--- config.mk ---
export PLATFORM = sky130hd
export DESIGN_NAME = tc_frame_acceptance_farm_unit
export DESIGN_NICKNAME = d
export VERILOG_FILES = /design/src/design/tcfarm_pkg.sv /design/src/design/tcfarm_classify.sv /design/src/design/tc_frame_acceptance_farm_unit.sv
export VERILOG_INCLUDE_DIRS = /design/src /design/src/design
export SDC_FILE = /design/constraint.sdc
export NUM_CORES = 1
export LEC_CHECK = 0
export BUFFER_PORTS_ARGS = -buffer_cell sky130_fd_sc_hd__buf_4
export CORE_ASPECT_RATIO = 2
export CORE_MARGIN = 3
export CORE_UTILIZATION = 56
export CTS_CLUSTER_DIAMETER = 100
export CTS_CLUSTER_SIZE = 25
export DETAILED_ROUTE_END_ITERATION = 8
export PLACE_DENSITY = 0.78
export RECOVER_POWER = 100
export SLEW_MARGIN = 20
export SYNTH_ARGS = -nofsm -noshare
export SYNTH_HDL_FRONTEND = slang
export SYNTH_HIERARCHICAL = 1
export SYNTH_SLANG_ARGS = --single-unit
--- constraint.sdc ---
create_clock -name clk -period 4.6 [get_ports clk]
set_input_delay 0.69 -clock clk [delete_from_list [all_inputs] [get_ports clk]]
set_output_delay 0.69 -clock clk [all_outputs]
set_load 0.01 [all_outputs]
--- src/design/assert_macros.svh ---
// Assertion macros shared by the frame acceptance RTL.
// Needs a clock named clk and a synchronous reset named rst in the including scope.
`ifndef ASSERT_MACROS_SVH
`define ASSERT_MACROS_SVH

// Check an implication on every clock edge outside reset.
`define ASSERT_IMPL(label, ante, cons, msg) \
  label: assert property (@(posedge clk) disable iff (rst) (ante) |-> (cons)) \
    else $error(msg);

// Check a consequence in the cycle after the antecedent, outside reset.
`define ASSERT_NEXT(label, ante, cons, msg) \
  label: assert property (@(posedge clk) disable iff (rst) (ante) |=> (cons)) \
    else $error(msg);

`endif

--- src/design/tcfarm_pkg.sv ---
// Types, codes and helpers for the TC frame acceptance (FARM-1 style) block.
// No dependencies; used by tcfarm_classify and tc_frame_acceptance_farm_unit.
`timescale 1ns / 1ps

package tcfarm_pkg;

  localparam logic [7:0] CMD_UNLOCK     = 8'h00;
  localparam logic [7:0] CMD_SET_VR     = 8'h82;
  localparam logic [7:0] SET_VR_QUAL    = 8'h00;
  localparam logic [9:0] SET_VR_MIN_LEN = 10'd3;
  localparam logic [1:0] COP_IN_EFFECT  = 2'b01;

  localparam logic [3:0] ST_IN_SEQ      = 4'd0;
  localparam logic [3:0] ST_BYPASS      = 4'd1;
  localparam logic [3:0] ST_UNLOCK      = 4'd2;
  localparam logic [3:0] ST_SET_VR      = 4'd3;
  localparam logic [3:0] ST_WRONG_VC    = 4'd4;
  localparam logic [3:0] ST_EMPTY_CTRL  = 4'd5;
  localparam logic [3:0] ST_UNSUPPORTED = 4'd6;
  localparam logic [3:0] ST_DUPLICATE   = 4'd7;
  localparam logic [3:0] ST_AHEAD       = 4'd8;
  localparam logic [3:0] ST_LOCKOUT     = 4'd9;

  localparam logic REG_OWN_VCID    = 1'b0;
  localparam logic REG_WINDOW_SIZE = 1'b1;

  localparam logic [5:0] OWN_VCID_RESET    = 6'd0;
  localparam logic [7:0] WINDOW_SIZE_RESET = 8'd10;

  typedef struct packed {
    logic [5:0] vcid;
    logic       bypass;
    logic       control;
    logic [7:0] fsn;
    logic [9:0] byte_count;
    logic [7:0] cmd_byte0;
    logic [7:0] cmd_byte1;
    logic [7:0] cmd_byte2;
  } item_t;

  typedef struct packed {
    logic [3:0]  status;
    logic [31:0] clcw;
  } result_t;

  typedef struct packed {
    logic [7:0] expected_seq;
    logic       lockout;
    logic       retransmit;
  } farm_state_t;

  typedef struct packed {
    logic [5:0] own_vcid;
    logic [7:0] window_size;
  } farm_cfg_t;

  function automatic logic [31:0] make_clcw(farm_cfg_t cfg, farm_state_t st);
    logic [31:0] w;
    w          = '0;
    w[25:24]   = COP_IN_EFFECT;
    w[23:18]   = cfg.own_vcid;
    w[13]      = st.lockout;
    w[11]      = st.retransmit;
    w[7:0]     = st.expected_seq;
    return w;
  endfunction

endpackage

--- src/design/tcfarm_classify.sv ---
// Acceptance decision for one TC frame header against the FARM state.
// Depends on tcfarm_pkg; purely combinational, used by the top level.
`timescale 1ns / 1ps

module tcfarm_classify (
  input  tcfarm_pkg::item_t       item,
  input  tcfarm_pkg::farm_state_t state,
  input  tcfarm_pkg::farm_cfg_t   cfg,
  output tcfarm_pkg::farm_state_t state_next,
  output tcfarm_pkg::result_t     result
);

  logic [6:0] half;
  logic [7:0] behind;
  logic [7:0] ahead;
  logic [3:0] status;

  assign half   = cfg.window_size[7:1];
  assign behind = state.expected_seq - item.fsn;
  assign ahead  = item.fsn - state.expected_seq;

  always_comb begin
    state_next = state;
    if (item.vcid != cfg.own_vcid) begin
      status = tcfarm_pkg::ST_WRONG_VC;
    end else if (item.control) begin
      if (item.byte_count == '0) begin
        status = tcfarm_pkg::ST_EMPTY_CTRL;
      end else if (item.cmd_byte0 == tcfarm_pkg::CMD_UNLOCK) begin
        state_next.lockout    = 1'b0;
        state_next.retransmit = 1'b0;
        status                = tcfarm_pkg::ST_UNLOCK;
      end else if (item.byte_count >= tcfarm_pkg::SET_VR_MIN_LEN &&
                   item.cmd_byte0 == tcfarm_pkg::CMD_SET_VR &&
                   item.cmd_byte1 == tcfarm_pkg::SET_VR_QUAL) begin
        state_next.expected_seq = item.cmd_byte2;
        state_next.retransmit   = 1'b0;
        status                  = tcfarm_pkg::ST_SET_VR;
      end else begin
        status = tcfarm_pkg::ST_UNSUPPORTED;
      end
    end else if (item.bypass) begin
      status = tcfarm_pkg::ST_BYPASS;
    end else if (item.fsn == state.expected_seq) begin
      state_next.expected_seq = state.expected_seq + 8'd1;
      state_next.retransmit   = 1'b0;
      status                  = tcfarm_pkg::ST_IN_SEQ;
    end else if (behind < {1'b0, half}) begin
      status = tcfarm_pkg::ST_DUPLICATE;
    end else if (ahead < {1'b0, half}) begin
      state_next.retransmit = 1'b1;
      status                = tcfarm_pkg::ST_AHEAD;
    end else begin
      state_next.lockout = 1'b1;
      status             = tcfarm_pkg::ST_LOCKOUT;
    end
  end

  assign result.status = status;
  assign result.clcw   = tcfarm_pkg::make_clcw(cfg, state_next);

endmodule

--- src/design/tc_frame_acceptance_farm_unit.sv ---
// Top level of the TC frame acceptance block: input register, decision, result register.
// Depends on tcfarm_pkg, tcfarm_classify and assert_macros.svh.
//
//   channel  | handshake                      | payload
//   ---------+--------------------------------+---------------------------------
//   item     | item_valid / item_stall        | item   (tcfarm_pkg::item_t)
//   result   | result_valid / result_stall    | result (tcfarm_pkg::result_t)
//   cfg      | cfg_valid / cfg_ready          | cfg_index, cfg_data
//
// One item per cycle while result_stall is low, through the input and result registers.
// The FARM state updates as an item moves from the input register to the result register.
// A stalled result holds the result register; the input register then fills and item_stall rises.
// Reset (rst, synchronous) empties both registers, clears V(R) and the flags, and
// loads the configuration reset values. Configuration writes are always ready.
`timescale 1ns / 1ps
`include "assert_macros.svh"

module tc_frame_acceptance_farm_unit (
  input  logic                clk,
  input  logic                rst,
  input  logic                item_valid,
  output logic                item_stall,
  input  tcfarm_pkg::item_t   item,
  output logic                result_valid,
  input  logic                result_stall,
  output tcfarm_pkg::result_t result,
  input  logic                cfg_valid,
  output logic                cfg_ready,
  input  logic                cfg_index,
  input  logic [7:0]          cfg_data
);

  logic                    held_valid;
  tcfarm_pkg::item_t       held;
  tcfarm_pkg::farm_state_t state;
  tcfarm_pkg::farm_state_t state_next;
  tcfarm_pkg::farm_cfg_t   cfg;
  tcfarm_pkg::result_t     result_next;
  logic                    out_free;
  logic                    advance;

  assign out_free   = !result_valid || !result_stall;
  assign advance    = held_valid && out_free;
  assign item_stall = held_valid && !out_free;
  assign cfg_ready  = 1'b1;

  tcfarm_classify u_classify (
    .item       (held),
    .state      (state),
    .cfg        (cfg),
    .state_next (state_next),
    .result     (result_next)
  );

  always_ff @(posedge clk) begin
    if (rst) begin
      held_valid <= 1'b0;
    end else if (item_valid && !item_stall) begin
      held_valid <= 1'b1;
    end else if (advance) begin
      held_valid <= 1'b0;
    end
  end

  always_ff @(posedge clk) begin
    if (item_valid && !item_stall) begin
      held <= item;
    end
  end

  always_ff @(posedge clk) begin
    if (rst) begin
      result_valid <= 1'b0;
    end else if (out_free) begin
      result_valid <= held_valid;
    end
  end

  always_ff @(posedge clk) begin
    if (advance) begin
      result <= result_next;
    end
  end

  always_ff @(posedge clk) begin
    if (rst) begin
      state <= '0;
    end else if (advance) begin
      state <= state_next;
    end
  end

  always_ff @(posedge clk) begin
    if (rst) begin
      cfg.own_vcid    <= tcfarm_pkg::OWN_VCID_RESET;
      cfg.window_size <= tcfarm_pkg::WINDOW_SIZE_RESET;
    end else if (cfg_valid && cfg_ready) begin
      unique case (cfg_index)
        tcfarm_pkg::REG_OWN_VCID:    cfg.own_vcid    <= cfg_data[5:0];
        tcfarm_pkg::REG_WINDOW_SIZE: cfg.window_size <= cfg_data;
        default: ;
      endcase
    end
  end

  `ASSERT_NEXT(a_state_hold, !advance, state == $past(state), "FARM state moved without a transfer")
  `ASSERT_NEXT(a_wrong_vc_no_change, advance && result_next.status == tcfarm_pkg::ST_WRONG_VC, state == $past(state), "wrong VC frame changed FARM state")
  `ASSERT_NEXT(a_in_seq_step, advance && result_next.status == tcfarm_pkg::ST_IN_SEQ, state.expected_seq == $past(state.expected_seq) + 8'd1, "V(R) did not advance on in-sequence frame")
  `ASSERT_NEXT(a_clcw_tracks_state, advance, result.clcw[7:0] == state.expected_seq && result.clcw[13] == state.lockout, "CLCW does not match FARM state")

endmodule

======== Word level (Yosys, flattened, before mapping) ========
Index checks and enable logic that the tools add are counted.
storage, ports and cells
  bits in registers ....................... 96
  input bits .............................. 64
  output and inout bits ................... 39
  word-level logic and storage cells ...... 68
operators by class
  add/sub/neg operators ................... 3
  $lt $le $gt $ge ......................... 3
  eq/ne operators ......................... 3
  mux-type cells .......................... 25
  bitwise operators ....................... 1
  reductions and logical operators ........ 16
operators with widths
  cell                                                                     count
  10-bit 2-to-1 mux                                                        4
  4-bit 2-to-1 mux                                                         6
  8-bit 2-to-1 mux                                                         3
  8-bit logical NOT                                                        2
  8-bit by 7-bit less-than comparator with 1-bit output                    2
  8-bit subtractor                                                         2
  10-bit by 2-bit >= comparator with 1-bit output (second input constant)  1
  10-bit logical NOT                                                       1
  1-bit 2-to-1 mux                                                         10
  8-bit by 1-bit adder with 8-bit output (second input constant)           1
  8-bit equality test                                                      1
  8-bit equality test (second input constant)                              1
  6-bit != test                                                            1
  1-bit logical AND                                                        5
  1-bit logical NOT                                                        4
  2-bit AND reduction                                                      2
  3-bit 2-to-1 mux                                                         1
  2-bit 2-to-1 mux                                                         1
  2-bit nonzero test                                                       1
  1-bit logical OR                                                         1
  1-bit inverter                                                           1

======== Depth between registers and ports, before layout ========
  depth after elaboration ................. 8
  gate-level depth with buffers ........... 18

======== Cells and area by module ========
The synthesis kept the hierarchy.
modules (own cells, without submodules)
  module                         times used  cells each  area each (um2)  seq. area each (um2)
  tc_frame_acceptance_farm_unit  1           198         3,528.4          3,103.0
  tcfarm_classify                1           241         1,727.9          0.0

======== Least setup slack after synthesis ========
Ideal clock, no wire load.
  kind .................................... input to register
  start point ............................. input result_stall
  end point ............................... register held[0] in the netlist's numbering, enable pin
  setup time .............................. 463 ps
  data arrival time ....................... 3,165 ps
  data required time ...................... 4,137 ps
  setup slack ............................. 971 ps
  stages on the path ...................... 2
  buffers on the path ..................... 0
  cell sequence ........................... and3_1 > nor2b_1
on the way
  longest elaborated chain between the ends .. 6
ends and longest elaborated chain
  what                    line                                 text
  start: declaration      tc_frame_acceptance_farm_unit.sv:25  input logic result_stall,
  1-bit logical NOT       tc_frame_acceptance_farm_unit.sv:42  assign out_free = !result_valid || !result_stall;
  1-bit logical OR        tc_frame_acceptance_farm_unit.sv:42
  1-bit logical NOT       tc_frame_acceptance_farm_unit.sv:44  assign item_stall = held_valid && !out_free;
  1-bit logical AND       tc_frame_acceptance_farm_unit.sv:44
  1-bit logical NOT       tc_frame_acceptance_farm_unit.sv:66  if (item_valid && !item_stall) begin
  1-bit logical AND       tc_frame_acceptance_farm_unit.sv:66
  end signal: assignment  tc_frame_acceptance_farm_unit.sv:67  held <= item;
  end: declaration        tc_frame_acceptance_farm_unit.sv:34  tcfarm_pkg::item_t held;
Every way passes these cells.
A chain may end at the register's enable or synchronous reset.

======== Final worst setup path ========
  start point ............................. input result_stall
  end point ............................... register held[2] in the netlist's numbering, enable pin
The elaborated chain is that of the path after synthesis.

==> summary.md <==
| Metric | Value |
|---|---|
| Status | finished, violations left |
| Failing checks | capacitance limit, slew limit |
| CTS H-tree depth | 3 |
| RePlAce Congestion | 0.941 |
| Top-Level Pins | ~100 |
| Synth warn | 6 |
| Final WL | 10.6 mm |
| F_max | about 260 MHz |
| Worst setup SP type | primary input |
| Nets | 607 |
| Initial antenna violation count | 0 |
| Hold crit path type | reg2reg |
| Area of the mapped netlist | 5220 µm² |
| Clk slew on worst S/H paths | 70 ps |
| Post-CTS Repair Setup Buffers | 0 |
| CP Data Required Time | 4610 ps |
| Critical path type | in2reg |
| First-pass GRT wire length | 16.6 mm |
| CTS tree | yes |
| Die X | 74.3 µm |
| Row cnt | between 40 and 50 |
| Hold_buf cts | 0 |
| DRC viols | 0 |
| First-pass DRT Iterations | 4 |
| Iter 0 DRT Violations | 184 |
| I/O Buffers | approximately 100 |
| Slew of the pin with the lowest slew margin | 2910 ps |
| Maximum vdd drop | 278 µV |
| Syn Inst Count | 435 |
| DP Area | ~5900 µm² |
| Detailed Place HPWL | 7.99 mm |
| Final number of setup-violating endpoints | 0 |
| FF-to-FF setup slack | 880 ps |
| Clk sink count | between 100 and 150 |
| PD cells | between 300 and 400 nW/µm² |
| Area taken by flip-flops and latches | 3080 µm² |
| Grt ovf | 0 |
| Clk buf depth | 2 |
| Routed WL per cell | between 15 and 20 µm |
| TritonCTS buffer count | 9 |
| Filler cell count in the final layout | 738 |
| Area growth syn-to-layout | 14.3% |
| Placed cells | 605 |
| Static Leak | 2.27 nW |
| Clock Latency Late Sink | around 340 ps |
| Hold Slack | 457 ps |
| Vias in the first global route | 3526 |
| Avg Inst Size Synth | 12.0 µm² |
| Relative slew slack | -0.945 |
| Core area | 9010 µm² |
| Final Instance Area | 5970 µm² |
| Pins over their slew limit | 95 |
| Footprint of the multi-input gates | 1760 µm² |
| Cts repair resizes | 0 |
| Max-cap violations | 3 |
| Die height | 143 µm |
| Layout cells sized above 1 | 0.168 |
| Fin Clk Skew | 4.99 ps |
| ANT cells | 0 |
| Starting Density | 0.580 |
| Crit path capture type | flip-flop |
| Fin. Hold Viols | 0 |
| Unrepaired setup endpoints after global routing | no |
| Total negative slack | 0 ps |
| Vias | 3449 |
| Post-route ant nets | 0 |
| Crit path arrival time | about 3800 ps |
| Crit Path Max Fanout | 36 |
| Die area | 10600 µm² |
| Vias/cell | ~5.6 |
| All-Layer GR Usage | 0.209 |
| Final Cycle Share | 0.827 |
| Largest net degree at the start of global routing | 47 |
| Final cell count without fillers | 621 |
| CTS root buffer | clkbuf_16 |
| Final min period | 3810 ps |
## layout by cell type, fill, tap and decap left out, drive strengths merged, types with 3 or more instances in the layout
cell / instances
a211oi: 8
a21o: 8
a21oi: 34
buf: 11
clkbuf: 100
clkinv: 4
conb: 17
dfxtp: 25
edfxtp: 86
ha: 27
inv: 28
mux2i: 6
nand2: 47
nand2b: 3
nand3: 7
nand3b: 3
nor2: 21
nor4: 10
o21ai: 6
o22ai: 6
or4: 5
xnor2: 8
xor2: 10
## critical path, cell delays in order
cell,delay [ps]
clkbuf_1,110
and3_1,220
nor2b_1,2160
clkbuf_2,630
## stage by stage
stage | total power [W] | util | worst slack [ps]
after floorplan | 0.00129 | - | 971
after global placement | 0.00137 | 0.649 | 997
after detailed placement | 0.00137 | 0.649 | 942
after CTS | 0.00209 | 0.681 | 920
after global routing | 0.00214 | 0.662 | 428
final | 0.00206 | 0.662 | 794
## final cells by class
| class | count | area share |
|---|---|---|
| Multi-Input combinational cell | 264 | 0.296 |
| Tap cell | 102 | 0.0214 |
| Clock inverter | 7 | 0.00985 |
| Inverter | 26 | 0.0163 |
| Sequential cell | 111 | 0.516 |
| Clock buffer | 9 | 0.0377 |
| Timing Repair Buffer | 102 | 0.103 |
## registers in the layout (all words and copies together), names as in the netlist
register,count
held,50
result,36
cfg,13
state,10
held_valid,1
result_valid,1
## power by group
part | leakage, nW | switching (W) | internal [W] | total (W)
Sequential | 1.03 | 0.0000203 | 0.00113 | 0.00115
Clock | 0.137 | 0.000353 | 0.000374 | 0.000727
Combinational | 1.11 | 0.000102 | 0.0000799 | 0.000182
## metal layers
metal	GRT usage	vias up	part of all wire
met5	0	-	0
met4	0.102	0	0.030
met3	0.0403	19	0.061
met2	0.383	123	0.56
met1	0.221	1631	0.35
li1	-	1676	-
## final timing paths
| kind | startpoint | to | depth (start not counted) |
|---|---|---|---|
| worst min register to register | cfg[4] | cfg[4] | 2 |
| worst max-delay path | result_stall | held[2] | 4 |
| worst min-delay path | cfg[4] | cfg[4] | 2 |
| worst max register to register | state[2] | state[0] | 15 |
Note: power is estimated with default switching activity, not from simulation.
